File: src/sv/tbd_pkg.sv
// ----------------------------------------------------------------------------
// Tagged block deframer package
// Shared constants, codes and the command record passed from front to back.
// ----------------------------------------------------------------------------
package tbd_pkg;

    // Stream format
    localparam int MAX_LENGTH_BYTES = 4;
    localparam int LEN_CNT_W        = $clog2(MAX_LENGTH_BYTES + 1);
    localparam int LEN_W            = 32;
    localparam int CNT_W            = 33;
    localparam logic [3:0] END_TYPE = 4'd4;

    // Configuration registers
    localparam int CFG_INDEX_W = 1;
    localparam int CFG_DATA_W  = 32;
    localparam logic [CFG_INDEX_W-1:0] REG_MAX_TOTAL_BYTES = 1'd0;
    localparam logic [CFG_INDEX_W-1:0] REG_MAX_BLOCKS      = 1'd1;
    localparam logic [CFG_DATA_W-1:0]  MAX_TOTAL_RESET     = 32'd536870912;
    localparam logic [CFG_DATA_W-1:0]  MAX_BLOCKS_RESET    = 32'd20000000;

    // Input operation codes
    localparam logic OP_BYTE = 1'b0;
    localparam logic OP_END  = 1'b1;

    // Result kinds
    localparam logic [2:0] KIND_PAYLOAD = 3'd0;
    localparam logic [2:0] KIND_EMPTY   = 3'd1;
    localparam logic [2:0] KIND_ENDMARK = 3'd2;
    localparam logic [2:0] KIND_OK      = 3'd3;
    localparam logic [2:0] KIND_ERROR   = 3'd4;

    // Error codes
    localparam logic [1:0] ERR_TRUNC_LEN  = 2'd0;
    localparam logic [1:0] ERR_RANGE      = 2'd1;
    localparam logic [1:0] ERR_TOO_MANY   = 2'd2;
    localparam logic [1:0] ERR_NO_ENDMARK = 2'd3;

    // Command queue
    localparam int QUEUE_DEPTH = 2;
    localparam int QPTR_W      = $clog2(QUEUE_DEPTH);
    localparam int QCNT_W      = $clog2(QUEUE_DEPTH + 1);

    // Commands from the front parser to the back end
    typedef enum logic [2:0] {
        CMD_BLOCK   = 3'd0,  // block header done, length known
        CMD_BYTE    = 3'd1,  // one payload byte
        CMD_ENDMARK = 3'd2,  // end marker seen
        CMD_FAIL    = 3'd3,  // end of stream in a bad place
        CMD_OK      = 3'd4   // end of stream after end marker
    } cmd_op_t;

    typedef struct packed {
        cmd_op_t          op;
        logic [3:0]       block_type;
        logic [LEN_W-1:0] data;       // block length, or payload byte in low bits
        logic             last;
        logic [1:0]       err;
    } cmd_t;

endpackage

File: src/sv/tbd_front.sv
// ----------------------------------------------------------------------------
// Tagged block deframer front end
// Parses markers and length fields into commands for headers, payload and ends.
// ----------------------------------------------------------------------------
module tbd_front
    import tbd_pkg::*;
(
    input  logic       clk,
    input  logic       rst_n,
    input  logic       accept,
    input  logic       operation,
    input  logic [7:0] data_byte,
    output logic       cmd_valid,
    output cmd_t       cmd
);

    typedef enum logic [4:0] {
        PH_MARKER  = 5'b00001,
        PH_LENGTH  = 5'b00010,
        PH_PAYLOAD = 5'b00100,
        PH_ENDSEEN = 5'b01000,
        PH_HALT    = 5'b10000
    } phase_t;

    phase_t               phase_reg, phase_next;
    logic [3:0]           type_reg, type_next;
    logic [LEN_CNT_W-1:0] len_left_reg, len_left_next;
    logic [LEN_W-1:0]     acc_reg, acc_next;
    logic [LEN_W-1:0]     pay_left_reg, pay_left_next;

    logic [3:0]           code;
    logic                 start_blk;
    logic [LEN_W-1:0]     blk_len;

    assign code = data_byte[7:4];

    // Parser next state and command
    always_comb
    begin
        phase_next    = phase_reg;
        type_next     = type_reg;
        len_left_next = len_left_reg;
        acc_next      = acc_reg;
        pay_left_next = pay_left_reg;
        start_blk     = 1'b0;
        blk_len       = '0;
        cmd_valid     = 1'b0;
        cmd           = '{op: CMD_BYTE, block_type: type_reg, data: '0, last: 1'b0,
                          err: ERR_TRUNC_LEN};

        if (accept)
        begin
            if (operation == OP_END)
            begin
                unique case (phase_reg)
                    PH_MARKER:
                    begin
                        cmd_valid = 1'b1;
                        cmd.op    = CMD_FAIL;
                        cmd.err   = ERR_NO_ENDMARK;
                    end
                    PH_LENGTH:
                    begin
                        cmd_valid = 1'b1;
                        cmd.op    = CMD_FAIL;
                        cmd.err   = ERR_TRUNC_LEN;
                    end
                    PH_PAYLOAD:
                    begin
                        cmd_valid = 1'b1;
                        cmd.op    = CMD_FAIL;
                        cmd.err   = ERR_RANGE;
                    end
                    PH_ENDSEEN:
                    begin
                        cmd_valid       = 1'b1;
                        cmd.op          = CMD_OK;
                        cmd.block_type  = 4'd0;
                    end
                    default:
                    begin
                    end
                endcase
                phase_next = PH_HALT;
            end
            else
            begin
                unique case (phase_reg)
                    PH_MARKER:
                    begin
                        type_next      = data_byte[3:0];
                        cmd.block_type = data_byte[3:0];
                        if (data_byte[3:0] == END_TYPE)
                        begin
                            cmd_valid  = 1'b1;
                            cmd.op     = CMD_ENDMARK;
                            phase_next = PH_ENDSEEN;
                        end
                        else if (code < 4'(MAX_LENGTH_BYTES))
                        begin
                            len_left_next = LEN_CNT_W'(code) + LEN_CNT_W'(1);
                            acc_next      = '0;
                            phase_next    = PH_LENGTH;
                        end
                        else
                        begin
                            start_blk = 1'b1;
                            blk_len   = LEN_W'(code - 4'(MAX_LENGTH_BYTES));
                        end
                    end
                    PH_LENGTH:
                    begin
                        acc_next = {acc_reg[LEN_W-9:0], data_byte};
                        if (len_left_reg != '0)
                            len_left_next = len_left_reg - LEN_CNT_W'(1);
                        if (len_left_next == '0)
                        begin
                            start_blk = 1'b1;
                            blk_len   = acc_next;
                        end
                    end
                    PH_PAYLOAD:
                    begin
                        if (pay_left_reg != '0)
                            pay_left_next = pay_left_reg - LEN_W'(1);
                        cmd_valid = 1'b1;
                        cmd.op    = CMD_BYTE;
                        cmd.data  = LEN_W'(data_byte);
                        cmd.last  = (pay_left_next == '0);
                        if (pay_left_next == '0)
                            phase_next = PH_MARKER;
                    end
                    default:
                    begin
                    end
                endcase

                // Header complete: hand the length to the back end
                if (start_blk)
                begin
                    cmd_valid     = 1'b1;
                    cmd.op        = CMD_BLOCK;
                    cmd.data      = blk_len;
                    pay_left_next = blk_len;
                    phase_next    = (blk_len == '0) ? PH_MARKER : PH_PAYLOAD;
                end
            end
        end
    end

    // Parser state
    always_ff @(posedge clk or negedge rst_n)
    begin
        if (!rst_n)
        begin
            phase_reg    <= PH_MARKER;
            type_reg     <= '0;
            len_left_reg <= '0;
            acc_reg      <= '0;
            pay_left_reg <= '0;
        end
        else
        begin
            phase_reg    <= phase_next;
            type_reg     <= type_next;
            len_left_reg <= len_left_next;
            acc_reg      <= acc_next;
            pay_left_reg <= pay_left_next;
        end
    end

endmodule

File: src/sv/tbd_queue.sv
// ----------------------------------------------------------------------------
// Tagged block deframer command queue
// Small FIFO, parser to back end; push and pop can share a cycle unless full or empty.
// ----------------------------------------------------------------------------
module tbd_queue
    import tbd_pkg::*;
(
    input  logic clk,
    input  logic rst_n,
    input  logic push,
    input  cmd_t push_data,
    output logic full,
    input  logic pop,
    output cmd_t pop_data,
    output logic empty
);

    cmd_t              mem [QUEUE_DEPTH];
    logic [QPTR_W-1:0] wr_ptr_reg;
    logic [QPTR_W-1:0] rd_ptr_reg;
    logic [QCNT_W-1:0] count_reg;
    logic              do_push;
    logic              do_pop;

    assign full     = (count_reg == QCNT_W'(QUEUE_DEPTH));
    assign empty    = (count_reg == '0);
    assign do_push  = push && !full;
    assign do_pop   = pop && !empty;
    assign pop_data = mem[rd_ptr_reg];

    // Entry storage
    always_ff @(posedge clk)
    begin
        if (do_push)
            mem[wr_ptr_reg] <= push_data;
    end

    // Pointers and fill count
    always_ff @(posedge clk or negedge rst_n)
    begin
        if (!rst_n)
        begin
            wr_ptr_reg <= '0;
            rd_ptr_reg <= '0;
            count_reg  <= '0;
        end
        else
        begin
            if (do_push)
                wr_ptr_reg <= (wr_ptr_reg == QPTR_W'(QUEUE_DEPTH - 1)) ? '0
                                                                        : wr_ptr_reg + 1'b1;
            if (do_pop)
                rd_ptr_reg <= (rd_ptr_reg == QPTR_W'(QUEUE_DEPTH - 1)) ? '0
                                                                        : rd_ptr_reg + 1'b1;
            if (do_push && !do_pop)
                count_reg <= count_reg + QCNT_W'(1);
            else if (do_pop && !do_push)
                count_reg <= count_reg - QCNT_W'(1);
        end
    end

endmodule

File: src/sv/tbd_back.sv
// ----------------------------------------------------------------------------
// Tagged block deframer back end
// Executes each command, applies the byte and block limits, drives the result.
// ----------------------------------------------------------------------------
module tbd_back
    import tbd_pkg::*;
(
    input  logic                   clk,
    input  logic                   rst_n,
    input  logic                   cfg_write,
    input  logic [CFG_INDEX_W-1:0] cfg_index,
    input  logic [CFG_DATA_W-1:0]  cfg_data,
    input  logic                   q_empty,
    input  cmd_t                   q_data,
    output logic                   q_pop,
    output logic                   out_valid,
    input  logic                   out_stall,
    output logic [2:0]             kind,
    output logic [3:0]             block_type,
    output logic [7:0]             payload_byte,
    output logic                   last_in_block,
    output logic [1:0]             fault_code
);

    logic [CFG_DATA_W-1:0] max_total_reg;
    logic [CFG_DATA_W-1:0] max_blocks_reg;
    logic                  halt_reg, halt_next;
    logic [CNT_W-1:0]      total_reg, total_next;
    logic [CNT_W-1:0]      blocks_reg, blocks_next;
    logic                  out_valid_reg;
    logic [2:0]            kind_reg, kind_next;
    logic [3:0]            type_reg, type_next;
    logic [7:0]            byte_reg, byte_next;
    logic                  last_reg, last_next;
    logic [1:0]            err_reg, err_next;
    logic                  emit;

    logic [CNT_W:0]        room;
    logic                  range_bad;
    logic [CNT_W-1:0]      blocks_inc;
    logic                  too_many;

    assign q_pop = !q_empty && (!out_valid_reg || !out_stall);

    // Headroom left under the byte limit; negative headroom never trips
    assign room      = {2'b00, max_total_reg} - {1'b0, total_reg};
    assign range_bad = !room[CNT_W] && ({2'b00, q_data.data} > room);
    assign blocks_inc = blocks_reg + CNT_W'(1);
    assign too_many   = blocks_inc > {1'b0, max_blocks_reg};

    // Command execution
    always_comb
    begin
        halt_next   = halt_reg;
        total_next  = total_reg;
        blocks_next = blocks_reg;
        emit        = 1'b0;
        kind_next   = KIND_PAYLOAD;
        type_next   = q_data.block_type;
        byte_next   = 8'd0;
        last_next   = 1'b0;
        err_next    = ERR_TRUNC_LEN;

        if (q_pop && !halt_reg)
        begin
            unique case (q_data.op)
                CMD_BLOCK:
                begin
                    if (range_bad)
                    begin
                        emit      = 1'b1;
                        kind_next = KIND_ERROR;
                        err_next  = ERR_RANGE;
                        halt_next = 1'b1;
                    end
                    else
                    begin
                        total_next = total_reg + CNT_W'(q_data.data);
                        if (q_data.data == '0)
                        begin
                            blocks_next = blocks_inc;
                            emit        = 1'b1;
                            if (too_many)
                            begin
                                kind_next = KIND_ERROR;
                                err_next  = ERR_TOO_MANY;
                                halt_next = 1'b1;
                            end
                            else
                                kind_next = KIND_EMPTY;
                        end
                    end
                end
                CMD_BYTE:
                begin
                    emit = 1'b1;
                    if (q_data.last)
                        blocks_next = blocks_inc;
                    if (q_data.last && too_many)
                    begin
                        kind_next = KIND_ERROR;
                        err_next  = ERR_TOO_MANY;
                        halt_next = 1'b1;
                    end
                    else
                    begin
                        kind_next = KIND_PAYLOAD;
                        byte_next = q_data.data[7:0];
                        last_next = q_data.last;
                    end
                end
                CMD_ENDMARK:
                begin
                    emit      = 1'b1;
                    kind_next = KIND_ENDMARK;
                end
                CMD_FAIL:
                begin
                    emit      = 1'b1;
                    kind_next = KIND_ERROR;
                    err_next  = q_data.err;
                    halt_next = 1'b1;
                end
                CMD_OK:
                begin
                    emit      = 1'b1;
                    kind_next = KIND_OK;
                    type_next = 4'd0;
                    halt_next = 1'b1;
                end
                default:
                begin
                end
            endcase
        end
    end

    // Configuration registers
    always_ff @(posedge clk or negedge rst_n)
    begin
        if (!rst_n)
        begin
            max_total_reg  <= MAX_TOTAL_RESET;
            max_blocks_reg <= MAX_BLOCKS_RESET;
        end
        else if (cfg_write)
        begin
            unique case (cfg_index)
                REG_MAX_TOTAL_BYTES: max_total_reg  <= cfg_data;
                REG_MAX_BLOCKS:      max_blocks_reg <= cfg_data;
            endcase
        end
    end

    // Running totals and output valid
    always_ff @(posedge clk or negedge rst_n)
    begin
        if (!rst_n)
        begin
            halt_reg      <= 1'b0;
            total_reg     <= '0;
            blocks_reg    <= '0;
            out_valid_reg <= 1'b0;
        end
        else
        begin
            halt_reg   <= halt_next;
            total_reg  <= total_next;
            blocks_reg <= blocks_next;
            if (emit)
                out_valid_reg <= 1'b1;
            else if (!out_stall)
                out_valid_reg <= 1'b0;
        end
    end

    // Result payload
    always_ff @(posedge clk)
    begin
        if (emit)
        begin
            kind_reg <= kind_next;
            type_reg <= type_next;
            byte_reg <= byte_next;
            last_reg <= last_next;
            err_reg  <= err_next;
        end
    end

    assign out_valid     = out_valid_reg;
    assign kind          = kind_reg;
    assign block_type    = type_reg;
    assign payload_byte  = byte_reg;
    assign last_in_block = last_reg;
    assign fault_code    = err_reg;

endmodule

File: src/sv/tagged_block_deframer.sv
// ----------------------------------------------------------------------------
// Tagged block deframer
// Splits a byte stream into typed blocks and emits tagged payload bytes.
// ----------------------------------------------------------------------------
// The block takes one stream byte or end-of-stream per clock while in_stall
// is low and gives at most one result per item. The parser writes a command
// into a two-entry queue at the accepting edge; the back end pops it while
// the output is not stalled, applies the byte and block limits and loads the
// output register. Sustained rate is one item per cycle when the output does
// not stall, set by the single-byte parser step; in_stall rises only when
// the queue is full, that is when the output has been stalled. A byte that
// completes the header of a nonempty block writes a command that makes no
// result unless the block breaks the byte limit, and holds a queue slot
// until the back end takes it; marker bytes that open a length field, length
// bytes before the last and ignored bytes write nothing. Configuration
// writes go to the back end and must be made while the block is idle.
module tagged_block_deframer
    import tbd_pkg::*;
(
    input  logic                   clk,
    input  logic                   rst_n,
    input  logic                   cfg_write,
    input  logic [CFG_INDEX_W-1:0] cfg_index,
    input  logic [CFG_DATA_W-1:0]  cfg_data,
    input  logic                   in_valid,
    output logic                   in_stall,
    input  logic                   operation,
    input  logic [7:0]             data_byte,
    output logic                   out_valid,
    input  logic                   out_stall,
    output logic [2:0]             kind,
    output logic [3:0]             block_type,
    output logic [7:0]             payload_byte,
    output logic                   last_in_block,
    output logic [1:0]             fault_code
);

    logic accept;
    logic cmd_valid;
    cmd_t cmd;
    logic q_full;
    logic q_empty;
    logic q_pop;
    cmd_t q_data;

    // Input transfer
    assign in_stall = q_full;
    assign accept   = in_valid && !q_full;

    tbd_front u_front (
        .clk       (clk),
        .rst_n     (rst_n),
        .accept    (accept),
        .operation (operation),
        .data_byte (data_byte),
        .cmd_valid (cmd_valid),
        .cmd       (cmd)
    );

    tbd_queue u_queue (
        .clk       (clk),
        .rst_n     (rst_n),
        .push      (cmd_valid),
        .push_data (cmd),
        .full      (q_full),
        .pop       (q_pop),
        .pop_data  (q_data),
        .empty     (q_empty)
    );

    tbd_back u_back (
        .clk           (clk),
        .rst_n         (rst_n),
        .cfg_write     (cfg_write),
        .cfg_index     (cfg_index),
        .cfg_data      (cfg_data),
        .q_empty       (q_empty),
        .q_data        (q_data),
        .q_pop         (q_pop),
        .out_valid     (out_valid),
        .out_stall     (out_stall),
        .kind          (kind),
        .block_type    (block_type),
        .payload_byte  (payload_byte),
        .last_in_block (last_in_block),
        .fault_code    (fault_code)
    );

endmodule

File: config.mk
export PLATFORM = sky130hd
export DESIGN_NAME = tagged_block_deframer
export DESIGN_NICKNAME = d
export VERILOG_FILES = /design/src/sv/tbd_pkg.sv /design/src/sv/tbd_front.sv /design/src/sv/tbd_queue.sv /design/src/sv/tbd_back.sv /design/src/sv/tagged_block_deframer.sv
export SDC_FILE = /design/constraint.sdc
export NUM_CORES = 1
export LEC_CHECK = 0
export BUFFER_PORTS_ARGS = -buffer_cell sky130_fd_sc_hd__buf_2
export CORE_ASPECT_RATIO = 0.9
export CORE_UTILIZATION = 56
export DETAILED_ROUTE_END_ITERATION = 8
export PLACE_DENSITY = 0.79
export SLEW_MARGIN = 20
export SYNTH_ARGS = -nofsm -noshare
export SYNTH_HDL_FRONTEND = slang
export SYNTH_HIERARCHICAL = 1
export SYNTH_SLANG_ARGS = --single-unit
File: constraint.sdc
create_clock -name clk -period 6.6 [get_ports clk]
set_input_delay 0.99 -clock clk [delete_from_list [all_inputs] [get_ports clk]]
set_output_delay 0.99 -clock clk [all_outputs]
set_load 0.01 [all_outputs]
# Word-level counts from Yosys, hierarchy flattened
# Memory sizes are Yosys's and may differ from the RTL's.
# Cells that the tools add are included.
# totals
latchBits,0
reg_bits,222
word_cells,193
ramBits,84
input_bits,47
romBits,0
out_inout_bits,20
mem_count,1
# mem_list
name,words,word_bits,read_ports,rd_clocked_by_memory_dff,write_ports,line_no,rtl
u_queue.mem,2,42,1,0,1,tbd_queue.sv:18,cmd_t mem [QUEUE_DEPTH];
# op_classes
shifts,0
addsub,11
div,0
eq_ne,21
order_cmp,3
n_mux,87
n_reduce_logical,46
n_bitwise,5
mul,0
# op_table
op,n
$mux 32,12
$mux 33,4
$logic_not 32->1,3
$pmux 33 s2,1
$pmux 32 s2,1
$mux 24,2
$pmux 24 s2,1
$mux 42,1
$gt 32x34->1,1
$sub 32x33->34,1
$add 33x1->33 const B,1
$add 33x32->33,1
$gt 33x32->1,1
$mux 3,11
$reduce_bool 32->1,1
$sub 32x1->32 const B,1
$mux 5,5
$mux 1,23
$mux 2,10
$mux 4,4
$pmux 3 s5,1
$reduce_and 5->1,3
$pmux 3 s2,2
$ne 2x1->1 const B,5
other kinds (42),77

# Depth between registers and ports, before layout
# Gate-level depths: netlist of run 1.
# logic_depth
depth_word,18
ltp_mapped,27
depth_no_buf,25

# Modules after synthesis
# Netlist of run 1, hierarchy kept.
# by_module_without_submodules
mod,n_inst,area_per_inst_um2,cells_per_inst,seq_area_each_um2
tbd_back,1,11095.6,1154,3854.9
tbd_front,1,4593.2,567,1702.9
tbd_queue,1,3429.5,150,2622.5
tagged_block_deframer,1,13.8,1,0.0

# Worst setup path after synthesis of run 1
# Ideal clock, no wire load.
# synth_timing
path_type,register to register
startpoint,register u_back.max_total_reg[0]
endpoint,"register u_back.type_reg[0], in the netlist u_back/block_type[0], enable pin"
setup_ns,0.406
path_slack_ns,1.161
period_less_slack_ns,5.439
t_required_ns,6.194
stages_incl_launch_ff,22
t_arrival_ns,5.033
n_path_buf,0
path_cell_list,dfrtp_1 > inv_1 > ha_1 > inv_1 > fa_1 > a211oi_1 > o21ai_1 > a221oi_2 > a21oi_1 > o311a_1 > o21bai_1 > a21oi_1 > o21ai_0 > nand2b_1 > xnor2_1 > ha_1 > nand4_1 > or4_1 > nand2_1 > a2111oi_0 > nand3_2 > a31oi_1
# synth_between
elab_chain_cells,6
word_cells_on_any_way,7
classes_between,1 x add/sub; 1 x order compare; 3 x mux; 2 x reduce/logical
# synth_rtl
element,line_no,rtl
from (decl),tbd_back.sv:25,logic [CFG_DATA_W-1:0] max_total_reg;
from (signal assigned),tbd_back.sv:149,REG_MAX_TOTAL_BYTES: max_total_reg <= cfg_data;
$sub 32x33->34 *,tbd_back.sv:46,"assign room = {2'b00, max_total_reg} - {1'b0, total_reg};"
$gt 32x34->1 / $logic_not 1->1 (equally long branches),tbd_back.sv:47,"assign range_bad = !room[CNT_W] && ({2'b00, q_data.data} > room);"
$logic_and 1x1->1 *,tbd_back.sv:47,
$mux 1 *,tbd_back.sv:69,if (range_bad)
$pmux 1 s2 *,tbd_back.sv:66,unique case (q_data.op)
$mux 1 *,tbd_back.sv:64,if (q_pop && !halt_reg)
net u_back.emit,tbd_back.sv:36,logic emit;
to (signal assigned),tbd_back.sv:183,type_reg <= type_next;
to (decl),tbd_back.sv:32,"logic [3:0] type_reg, type_next;"
# The timed path passes the listed nets; every way through them passes the cells marked *.
# A chain may end at the register's enable or synchronous reset.

# Worst setup path in the final report of run 1
# layout_timing
startpoint,register u_back.max_total_reg[0]
endpoint,register u_back.total_reg[22]
# layout_between
elab_chain_cells,5
word_cells_on_any_way,6
classes_between,1 x add/sub; 1 x order compare; 1 x bitwise; 3 x reduce/logical
# layout_rtl
element,line_no,rtl
$sub 32x33->34 *,tbd_back.sv:46,
$gt 32x34->1 / $logic_not 1->1 (equally long branches),tbd_back.sv:47,
$logic_and 1x1->1 *,tbd_back.sv:47,
$not 1->1 (no source line) *,-,
$reduce_and 3->1 (no source line) *,-,
to (signal assigned),tbd_back.sv:168,total_reg <= total_next;
to (decl),tbd_back.sv:28,"logic [CNT_W-1:0] total_reg, total_next;"
# Mark *: on every way between the ends. The rest lies on a longest branch, timed or not.

==> results of run 1 <==
path summary, 6_finish.rpt:
kind	slack [ns]	cells past startpoint	start	to
worst max-delay path	0.82	24	u_back/max_total_reg[0]	u_back/total_reg[22]
worst min-delay path	0.49	1	rst_n	u_front/pay_left_reg[27]
worst max register to register	0.82	24	u_back/max_total_reg[0]	u_back/total_reg[22]
worst min register to register	0.50	1	u_back/halt_reg	u_back/halt_reg
max in group asynchronous	4.86	2	rst_n	u_back/total_reg[27]
min in group clk	0.50	1	u_back/halt_reg	u_back/halt_reg
synth_stat cells (44+ instances only):
master	instances
edfxtp_1	102
nand2_1	131
ha_1	136
inv_1	95
a21oi_1	108
xnor2_1	77
clkbuf_1	51
mux2_2	77
xor2_1	49
nand3_1	44
dfrtp_1	194
nor2_1	111
o21ai_0	138
layout make-up:
cell class,count,area [um^2],share of cell area
timing repair buffer,81,484,0.0231
sequential,306,8180,0.391
multi-input combinational,1401,10300,0.490
clock buffer,54,1030,0.0492
inverter,95,357,0.0170
tap,455,569,0.0272
clock inverter,9,58.8,0.00281
power by group:
part | internal (W) | switching, W | total (W)
logic | 0.00179 | 0.00237 | 0.00416
registers | 0.00233 | 0.000443 | 0.00277
clock network | 0.00108 | 0.000763 | 0.00184
total | 0.00519 | 0.00358 | 0.00877
layer usage:
metal  track usage  routed length [um]  vias to the layer above
met2         0.423               21300                      493
met1         0.376               20700                     7247
met4        0.0736                 960                        0
li1              -                   -                     6954
met3        0.0386                2820                       84
met5             0                   0                        -
stage by stage:
stage / hold WS [ns] / instance area [um^2] / cells
2_1_floorplan: 0.437 / 19100 / 1872
3_3_place_gp: 0.451 / 19800 / 2337
3_5_place_dp: 0.478 / 19800 / 2337
4_1_cts: 0.490 / 20900 / 2400
5_1_grt: 0.514 / 20900 / 2401
6_report: 0.493 / 20900 / 2401
critical path: cells and delay by family, from the launching register on:
family          cells  cell delay [ns]
buf+inv             2             0.12
fa+ha+maj           3             0.88
simple gates        8             1.80
compound gates     10             2.33
xor+xnor            1             0.10
flops               1             0.38
timing repair:
action | CTS | global route
setup endpoints to repair | 0 | 1
gates resized for setup | 0 | 1
hold buffers | 0 | 0
cell families after synthesis:
| group | count (synthesis) | synth area share |
|---|---|---|
| flip-flops | 306 | 0.428 |
| XOR/XNOR | 126 | 0.0577 |
| buffers and inverters | 165 | 0.0378 |
| AO/OA/AOI/OAI | 455 | 0.153 |
| adder cells (fa/ha/maj) | 138 | 0.0910 |
| multiplexers | 119 | 0.0775 |
| AND/OR/NAND/NOR | 563 | 0.155 |
==> results_dict.tcl, run 1 <==
set metrics [dict create \
    synth_top_area_cell "dfrtp_1" \
    final_cell_mix "dfrtp_1, o21ai_0, ha_1, nand2_1, nor2_1" \
    powerDensity_mw_per_mm2 419 \
    place.gp.congestion 0.939 \
    dieArea_mm2 0.0349 \
    synth_seq_cells 306 \
    cp-end-kind "flop" \
    areaGrowthSynthToFinish_pct 9.48 \
    viasPerCell 6.15 \
    start_kind "flop" \
    drt_iter0_markers 1463 \
    timing.final.ws_setup_ns 0.824 \
    path_cells "inv_1 -> ha_1 -> inv_1 -> fa_1 -> a211oi_1 -> o21ai_1 -> a221oi_2 -> a2bb2oi_1 -> a21o_1 -> nand2_1 -> a21boi_0 -> a41oi_1 -> xor2_1 -> ha_1 -> nand4_1 -> nor2_1 -> nand2_1 -> or4_1 -> nand2_1 -> a2111oi_0 -> nand3_2 -> nand3_4 -> a311oi_1 -> a22oi_1" \
    status "complete, no violations" \
    synth_area_leaders "dfrtp_1, edfxtp_1, ha_1" \
    synth_area_mm2 0.0191 \
    yosysUniqueCellTypes 91 \
    post-route-min-period_ns 5.78 \
    rows 63 \
    fin_nets 2105 \
    grt-ovfl-total 0 \
    io_pins 67 \
    async_flop_share 0.667 \
    die_w_um 197 \
    clock_tree.buffer_depth 3 \
    setup_viol 0 \
    antenna_found_initial 0 \
    antenna_cells 0 \
    syn_inst 1872 \
    critical_path.most_common_cell "nand2_1" \
    num-fill-cells 2609 \
    total_power_w 0.00877 \
    cts_max_level 2 \
    cp.arrival_ns 6.14 \
    fin_crit_sh 0.875 \
    path_clk_slew_ns 0.06 \
    tightest_slew_ns 1.03 \
    drt-pass1-iter-count 5 \
    grt_pass1_wl_um 74200 \
    die_height_um 177 \
    slew_headroom 0.315 \
    grt.total_usage 0.265 \
    ys_seq_area_frac 0.428 \
    clkLatencyLatePin_ns 0.51 \
    cts_setup_buffers 0 \
    pre_cts_ws_ns 0.789 \
    largest_reg_flops 84 \
    cts_made_buffers 35 \
    clkSinkCount 306 \
    drc 0 \
    synth_flop_cell "dfrtp_1" \
    worstPathRequired_ns 6.97 \
    hold_viol_final 0 \
    slew_violations 0 \
    rsz0062_at_grt "false" \
    fin_util 0.630 \
    drive_gt1_frac 0.156 \
    tns_ns 0 \
    yosys.area.top_type_share 0.254 \
    initial_utilization 0.575 \
    vdd_drop_max_mv 0.215 \
    crit_fanout 39 \
    yosysWarnings 6 \
    grt_max_degree 130 \
    portBuffers 66 \
    leakagePower_nw 9.08 \
    clock_skew_ns 0.0169 \
    root_buffer "clkbuf_16" \
    routedWlPerCell_um 19.1 \
    slowest_delay_ns 0.56 \
    path_class "flop to flop" \
    hpwl_um 32500 \
    syn_nets 2057 \
    cts_tree "yes" \
    core_area_mm2 0.0333 \
    fmax_mhz 173 \
    hp-class "input port to asynchronous set/reset pin" \
    first_global_vias 14300 \
    wirelength_um 45800 \
    vias 14800 \
    layout_commonest_cell "dfrtp_1" \
    final_antenna_net_count 0 \
    avgSynthCellArea_um2 10.2 \
    drv_cap 0 \
    synth-edff-count 102 \
    worst_path_max_delay_cell "or4_1" \
]
(Power assumes the default switching activity.)
==> run 2: changes to the inputs <==
--- a/config.mk
+++ b/config.mk
@@ -9,6 +9,7 @@
 export CORE_ASPECT_RATIO = 0.9
 export CORE_UTILIZATION = 56
 export DETAILED_ROUTE_END_ITERATION = 8
+export MAX_ROUTING_LAYER = met4
 export PLACE_DENSITY = 0.79
 export SLEW_MARGIN = 20
 export SYNTH_ARGS = -nofsm -noshare
==> run 2 against run 1 <==
  * Maximum frequency down 4.0%
  * Combinational power about the same
  * Clock power up 15%
  * Routed wire length up 0.86%
  * Clock skew down 0.0058 ns
  * Critical path depth unchanged
  * Non-clock buffer count down 1
  * Core utilization up 0.36 points
  * Final cell count about the same
  * Sequential power about the same
  * Critical path type unchanged
  * Critical endpoint is now u_back/total_reg[16]
==> results_dict.tcl, run 2 (same netlist as run 1, synthesis figures left out) <==
set metrics [dict create \
    die_w_um 197 \
    final_antenna_net_count 0 \
    path_clk_slew_ns 0.06 \
    vdd_drop_max_mv 0.220 \
    crit_fanout 39 \
    cts_made_buffers 35 \
    num-fill-cells 2689 \
    tns_ns 0 \
    status "complete, no violations" \
    cts_max_level 2 \
    timing.final.ws_setup_ns 0.585 \
    layout_commonest_cell "dfrtp_1" \
    viasPerCell 6.19 \
    hold_buffers 0 \
    fin_nets 2104 \
    pre_cts_ws_ns 0.761 \
    core_area_mm2 0.0333 \
    powerDensity_mw_per_mm2 429 \
    clock_skew_ns 0.0111 \
    clock_tree.buffer_depth 3 \
    grt_pass1_wl_um 75200 \
    fin_crit_sh 0.911 \
    multi_input_area_mm2 0.0103 \
    path_class "flop to flop" \
    drv_cap 0 \
    hp-class "input port to asynchronous set/reset pin" \
    clkLatencyLatePin_ns 0.52 \
    final_cell_mix "dfrtp_1, o21ai_0, ha_1, nand2_1, nor2_1" \
    hpwl_um 32800 \
    rsz0062_at_grt "false" \
    die_height_um 177 \
    grt_max_degree 156 \
    leakagePower_nw 9.16 \
    initial_utilization 0.575 \
    worst_r2r_path_depth 24 \
    drive_gt1_frac 0.160 \
    numPlacedInstances 2337 \
    cp.arrival_ns 6.37 \
    drc 0 \
    drt_iter0_markers 1402 \
    largest_reg_flops 84 \
    seq_area_mm2 0.00818 \
    cp-end-kind "flop" \
    drt-pass1-iter-count 6 \
    root_buffer "clkbuf_16" \
    dpl_cell_area_mm2 0.0198 \
    portBuffers 66 \
    clkSinkCount 306 \
    antenna_found_initial 1 \
    setup_viol 0 \
    tightest_slew_ns 1.02 \
    areaGrowthSynthToFinish_pct 10.1 \
    place.gp.congestion 0.957 \
    final_area_mm2 0.0211 \
    post-route-min-period_ns 6.02 \
    routedWlPerCell_um 19.2 \
    grt-ovfl-total 0 \
    dieArea_mm2 0.0349 \
    worstPathRequired_ns 6.96 \
    slew_violations 0 \
    grt.total_usage 0.275 \
    io_pins 67 \
    cts_setup_buffers 0 \
    first_global_vias 14400 \
    start_kind "flop" \
    slew_headroom 0.320 \
    fin_cells 2400 \
    antenna_cells 0 \
    fmax_mhz 166 \
    vias 14900 \
    wirelength_um 46200 \
    cts_resized 0 \
    hold_viol_final 0 \
    rows 63 \
    cts_tree "yes" \
]
run 2: cell count changes in the layout (fill, tap and decap cells not counted), moves of 2 or more:
cell / before / now
inv_6: 0 / 3
clkbuf_1: 13 / 4
bufinv_16: 0 / 7
clkinvlp_4: 4 / 2
clkbuf_8: 5 / 3
clkinv_2: 4 / 7
run 2: power breakdown:
part	switching (W)	total (W)	internal (W)
registers	0.000446	0.00277	0.00233
logic	0.00236	0.00415	0.00178
clock network	0.000814	0.00212	0.00130
run 2: worst paths after layout:
kind	startpoint	to	slack (ns)
max	u_back/max_total_reg[0]	u_back/total_reg[16]	0.58
min	rst_n	u_front/pay_left_reg[11]	0.43
max reg2reg	u_back/max_total_reg[0]	u_back/total_reg[16]	0.58
min reg2reg	u_back/halt_reg	u_back/halt_reg	0.47
max in group asynchronous	rst_n	u_back/max_blocks_reg[25]	4.97
min in group clk	u_back/halt_reg	u_back/halt_reg	0.47
run 2: area by class of cell:
cell class | count | area share
multi-input combinational | 1401 | 0.487
sequential | 306 | 0.388
clock buffer | 42 | 0.0448
tap | 455 | 0.0270
timing repair buffer | 80 | 0.0217
inverter | 95 | 0.0169
clock inverter | 21 | 0.0142
run 2: stage by stage:
stage | hold slack (ns) | utilization | power, W
floorplan | 0.437 | - | 0.00586
global placement | 0.454 | 0.596 | 0.00668
detailed placement | 0.462 | 0.596 | 0.00683
CTS | 0.428 | 0.633 | 0.00899
global route | 0.460 | 0.633 | 0.00962
finish | 0.426 | 0.633 | 0.00904
run 2: critical path: stages (launching register included):
cell,delay [ns]
dfrtp_1,0.37
inv_1,0.05
ha_1,0.16
inv_1,0.06
fa_1,0.41
a211oi_1,0.32
o21ai_1,0.16
a221oi_2,0.44
a21oi_1,0.25
o311a_1,0.41
o21bai_1,0.17
a21oi_1,0.11
o21ai_0,0.21
nand2b_1,0.10
xnor2_1,0.14
ha_1,0.30
nand4_1,0.08
or4_1,0.41
nand2_1,0.08
a2111oi_0,0.07
nand3_2,0.24
nand3_2,0.66
buf_4,0.45
nand2_1,0.08
o21ai_0,0.09
run 2: layer usage:
layer  global-route usage  vias to the layer above  share of wire
met4               0.0782                        0          0.021
met1                0.378                     7293           0.45
met2                0.427                      513           0.46
met5                    -                        -              0
li1                     -                     6970              -
met3               0.0399                       81          0.065
==> run 3: changes to the inputs <==
--- a/config.mk
+++ b/config.mk
@@ -7,7 +7,10 @@
 export LEC_CHECK = 0
 export BUFFER_PORTS_ARGS = -buffer_cell sky130_fd_sc_hd__buf_2
 export CORE_ASPECT_RATIO = 0.9
+export CORE_MARGIN = 3
 export CORE_UTILIZATION = 56
+export CTS_CLUSTER_DIAMETER = 30
+export CTS_CLUSTER_SIZE = 40
 export DETAILED_ROUTE_END_ITERATION = 8
 export MAX_ROUTING_LAYER = met4
 export PLACE_DENSITY = 0.79
==> run 3 against run 2 <==
  * Maximum frequency rose by 1.7%
  * Routed wire length rose by 3.8%
  * Worst setup slack improved by 0.10 ns
  * Combinational power rose by 1%
  * Critical path type unchanged
  * Largest power group unchanged
==> results_dict.tcl, run 3 (same netlist as run 1, synthesis figures left out) <==
set metrics [dict create \
    largest_reg_flops 84 \
    root_buffer "clkbuf_16" \
    path_cells "inv_1 -> ha_1 -> inv_1 -> fa_1 -> a211oi_1 -> o21ai_1 -> a221oi_2 -> a21oi_1 -> o311a_1 -> o21bai_1 -> a21oi_1 -> o21ai_0 -> nand2b_1 -> xnor2_1 -> ha_1 -> nand4_1 -> or4_1 -> nand2_1 -> a2111oi_0 -> nand3_2 -> nand3_2 -> buf_4 -> mux2_2" \
    cp.arrival_ns 6.35 \
    wirelength_um 47900 \
    pre_cts_ws_ns 0.886 \
    vdd_drop_max_mv 0.249 \
    gr-usage-met1 0.373 \
    crit_fanout 49 \
    viasPerCell 6.21 \
    rows 63 \
    fin_crit_sh 0.896 \
    multi_input_area_mm2 0.0103 \
    cts_tree "yes" \
    hpwl_um 33000 \
    cp_top_family "compound AO/OA/AOI/OAI gates" \
    grt.busiest_layer "met2" \
    routedWlPerCell_um 19.4 \
    hold_buffers 0 \
    cts_resized 0 \
    portBuffers 66 \
    die_w_um 201 \
    grt-ovfl-total 0 \
    grt_max_degree 141 \
    status "complete, no violations" \
    first_global_vias 15100 \
    cp-end-kind "flop" \
    leakagePower_nw 9.81 \
    timing.final.ws_setup_ns 0.685 \
    grt.total_usage 0.271 \
    clkSinkCount 306 \
    path_clk_slew_ns 0.04 \
    clkLatencyLatePin_ns 0.56 \
    die_height_um 181 \
    cts_made_buffers 71 \
    setup_viol 0 \
    rsz0062_at_grt "false" \
    path_class "flop to flop" \
    drv_cap 0 \
    hold_viol_final 0 \
    place.gp.congestion 0.952 \
    total_power_w 0.0108 \
    gr-usage-met3 0.0452 \
    fin_nets 2140 \
    worstPathRequired_ns 7.03 \
    areaGrowthSynthToFinish_pct 17.3 \
    num-fill-cells 2429 \
    fmax_mhz 169 \
    slew_headroom 0.293 \
    hp-class "input port to asynchronous set/reset pin" \
    io_pins 67 \
    powerDensity_mw_per_mm2 481 \
    cts_max_level 3 \
    start_kind "flop" \
    initial_utilization 0.574 \
    drive_gt1_frac 0.186 \
    antenna_found_initial 0 \
    slew_violations 0 \
    slowest_delay_ns 0.47 \
    core_area_mm2 0.0333 \
    path_buf_inv 3 \
    seq_area_mm2 0.00818 \
    clock_tree.buffer_depth 3 \
    tns_ns 0 \
    vias 15300 \
    grt_pass1_wl_um 78900 \
    cts_setup_buffers 0 \
    dieArea_mm2 0.0364 \
    tightest_slew_ns 1.06 \
    antenna_cells 0 \
    drt_iter0_markers 1463 \
    layout_commonest_cell "dfrtp_1" \
    drc 0 \
    post-route-min-period_ns 5.91 \
    drt-pass1-iter-count 6 \
    clock_skew_ns 0.0241 \
    final_cell_mix "dfrtp_1, o21ai_0, ha_1, nand2_1, nor2_1" \
    worst_path_max_delay_cell "a2111oi_0" \
    gr-usage-met2 0.413 \
    final_antenna_net_count 0 \
]
## run 3: cell count changes in the layout (fill, tap and decap cells not counted), moves of 2 or more
| cell | before | now |
|---|---|---|
| clkbuf_1 | 4 | 10 |
| inv_6 | 3 | 6 |
| bufinv_16 | 7 | 14 |
| clkbuf_16 | 36 | 76 |
| clkbuf_8 | 3 | 5 |
| clkinv_2 | 7 | 10 |
| clkinvlp_4 | 2 | 8 |
## run 3: worst paths after layout
kind / slack, ns / cells after the start / from / endpoint
setup reg to reg: 0.69 / 23 / u_back/max_total_reg[0] / u_back/total_reg[29]
hold / removal: 0.42 / 1 / rst_n / u_back/blocks_reg[6]
min in group clk: 0.48 / 1 / u_back/total_reg[32] / u_back/total_reg[32]
hold reg to reg: 0.48 / 1 / u_back/total_reg[32] / u_back/total_reg[32]
setup / recovery: 0.69 / 23 / u_back/max_total_reg[0] / u_back/total_reg[29]
max in group asynchronous: 4.94 / 2 / rst_n / u_queue/rd_ptr_reg
## run 3: worst reg2reg max path, cell delays in order (launching register included)
cell	delay, ns
dfrtp_1	0.37
inv_1	0.06
ha_1	0.15
inv_1	0.05
fa_1	0.42
a211oi_1	0.31
o21ai_1	0.16
a221oi_2	0.44
a21oi_1	0.28
o311a_1	0.43
o21bai_1	0.20
a21oi_1	0.11
o21ai_0	0.19
nand2b_1	0.09
xnor2_1	0.13
ha_1	0.30
nand4_1	0.11
or4_1	0.11
nand2_1	0.05
a2111oi_0	0.47
nand3_2	0.35
nand3_2	0.16
buf_4	0.43
mux2_2	0.43
## run 3: cell type report
class | instances | area share
clock buffers | 90 | 0.0889
repair buffers | 80 | 0.0204
clock inverters | 42 | 0.0278
multi-input cells | 1401 | 0.457
flip-flops and latches | 306 | 0.365
inverters | 95 | 0.0159
well taps | 455 | 0.0254
## run 3: where the power goes
part / switching, W / total, W / leakage (nW) / internal (W)
Combinational: 0.00241 / 0.00420 / 5.01 / 0.00179
Clock: 0.00112 / 0.00380 / 1.26 / 0.00269
Sequential: 0.000447 / 0.00278 / 3.54 / 0.00233
Total: 0.00398 / 0.0108 / 9.81 / 0.00681
## run 3: through the flow
step	area [um^2]	utilization	std cells	hold WS (ns)
CTS	22400	0.673	2469	0.431
global placement	19800	0.594	2337	0.455
global route	22400	0.673	2469	0.457
floorplan	19100	-	1872	0.437
detailed placement	19800	0.594	2337	0.463
finish	22400	0.673	2469	0.418
## run 3: per-layer routing
metal  vias to the layer above  share of wire  wire length (um)
met3                       104          0.071              3410
met5                         -              0                 0
met1                      7471           0.44             21300
met2                       658           0.46             22100
li1                       7090              -                 -
met4                         0          0.022              1080
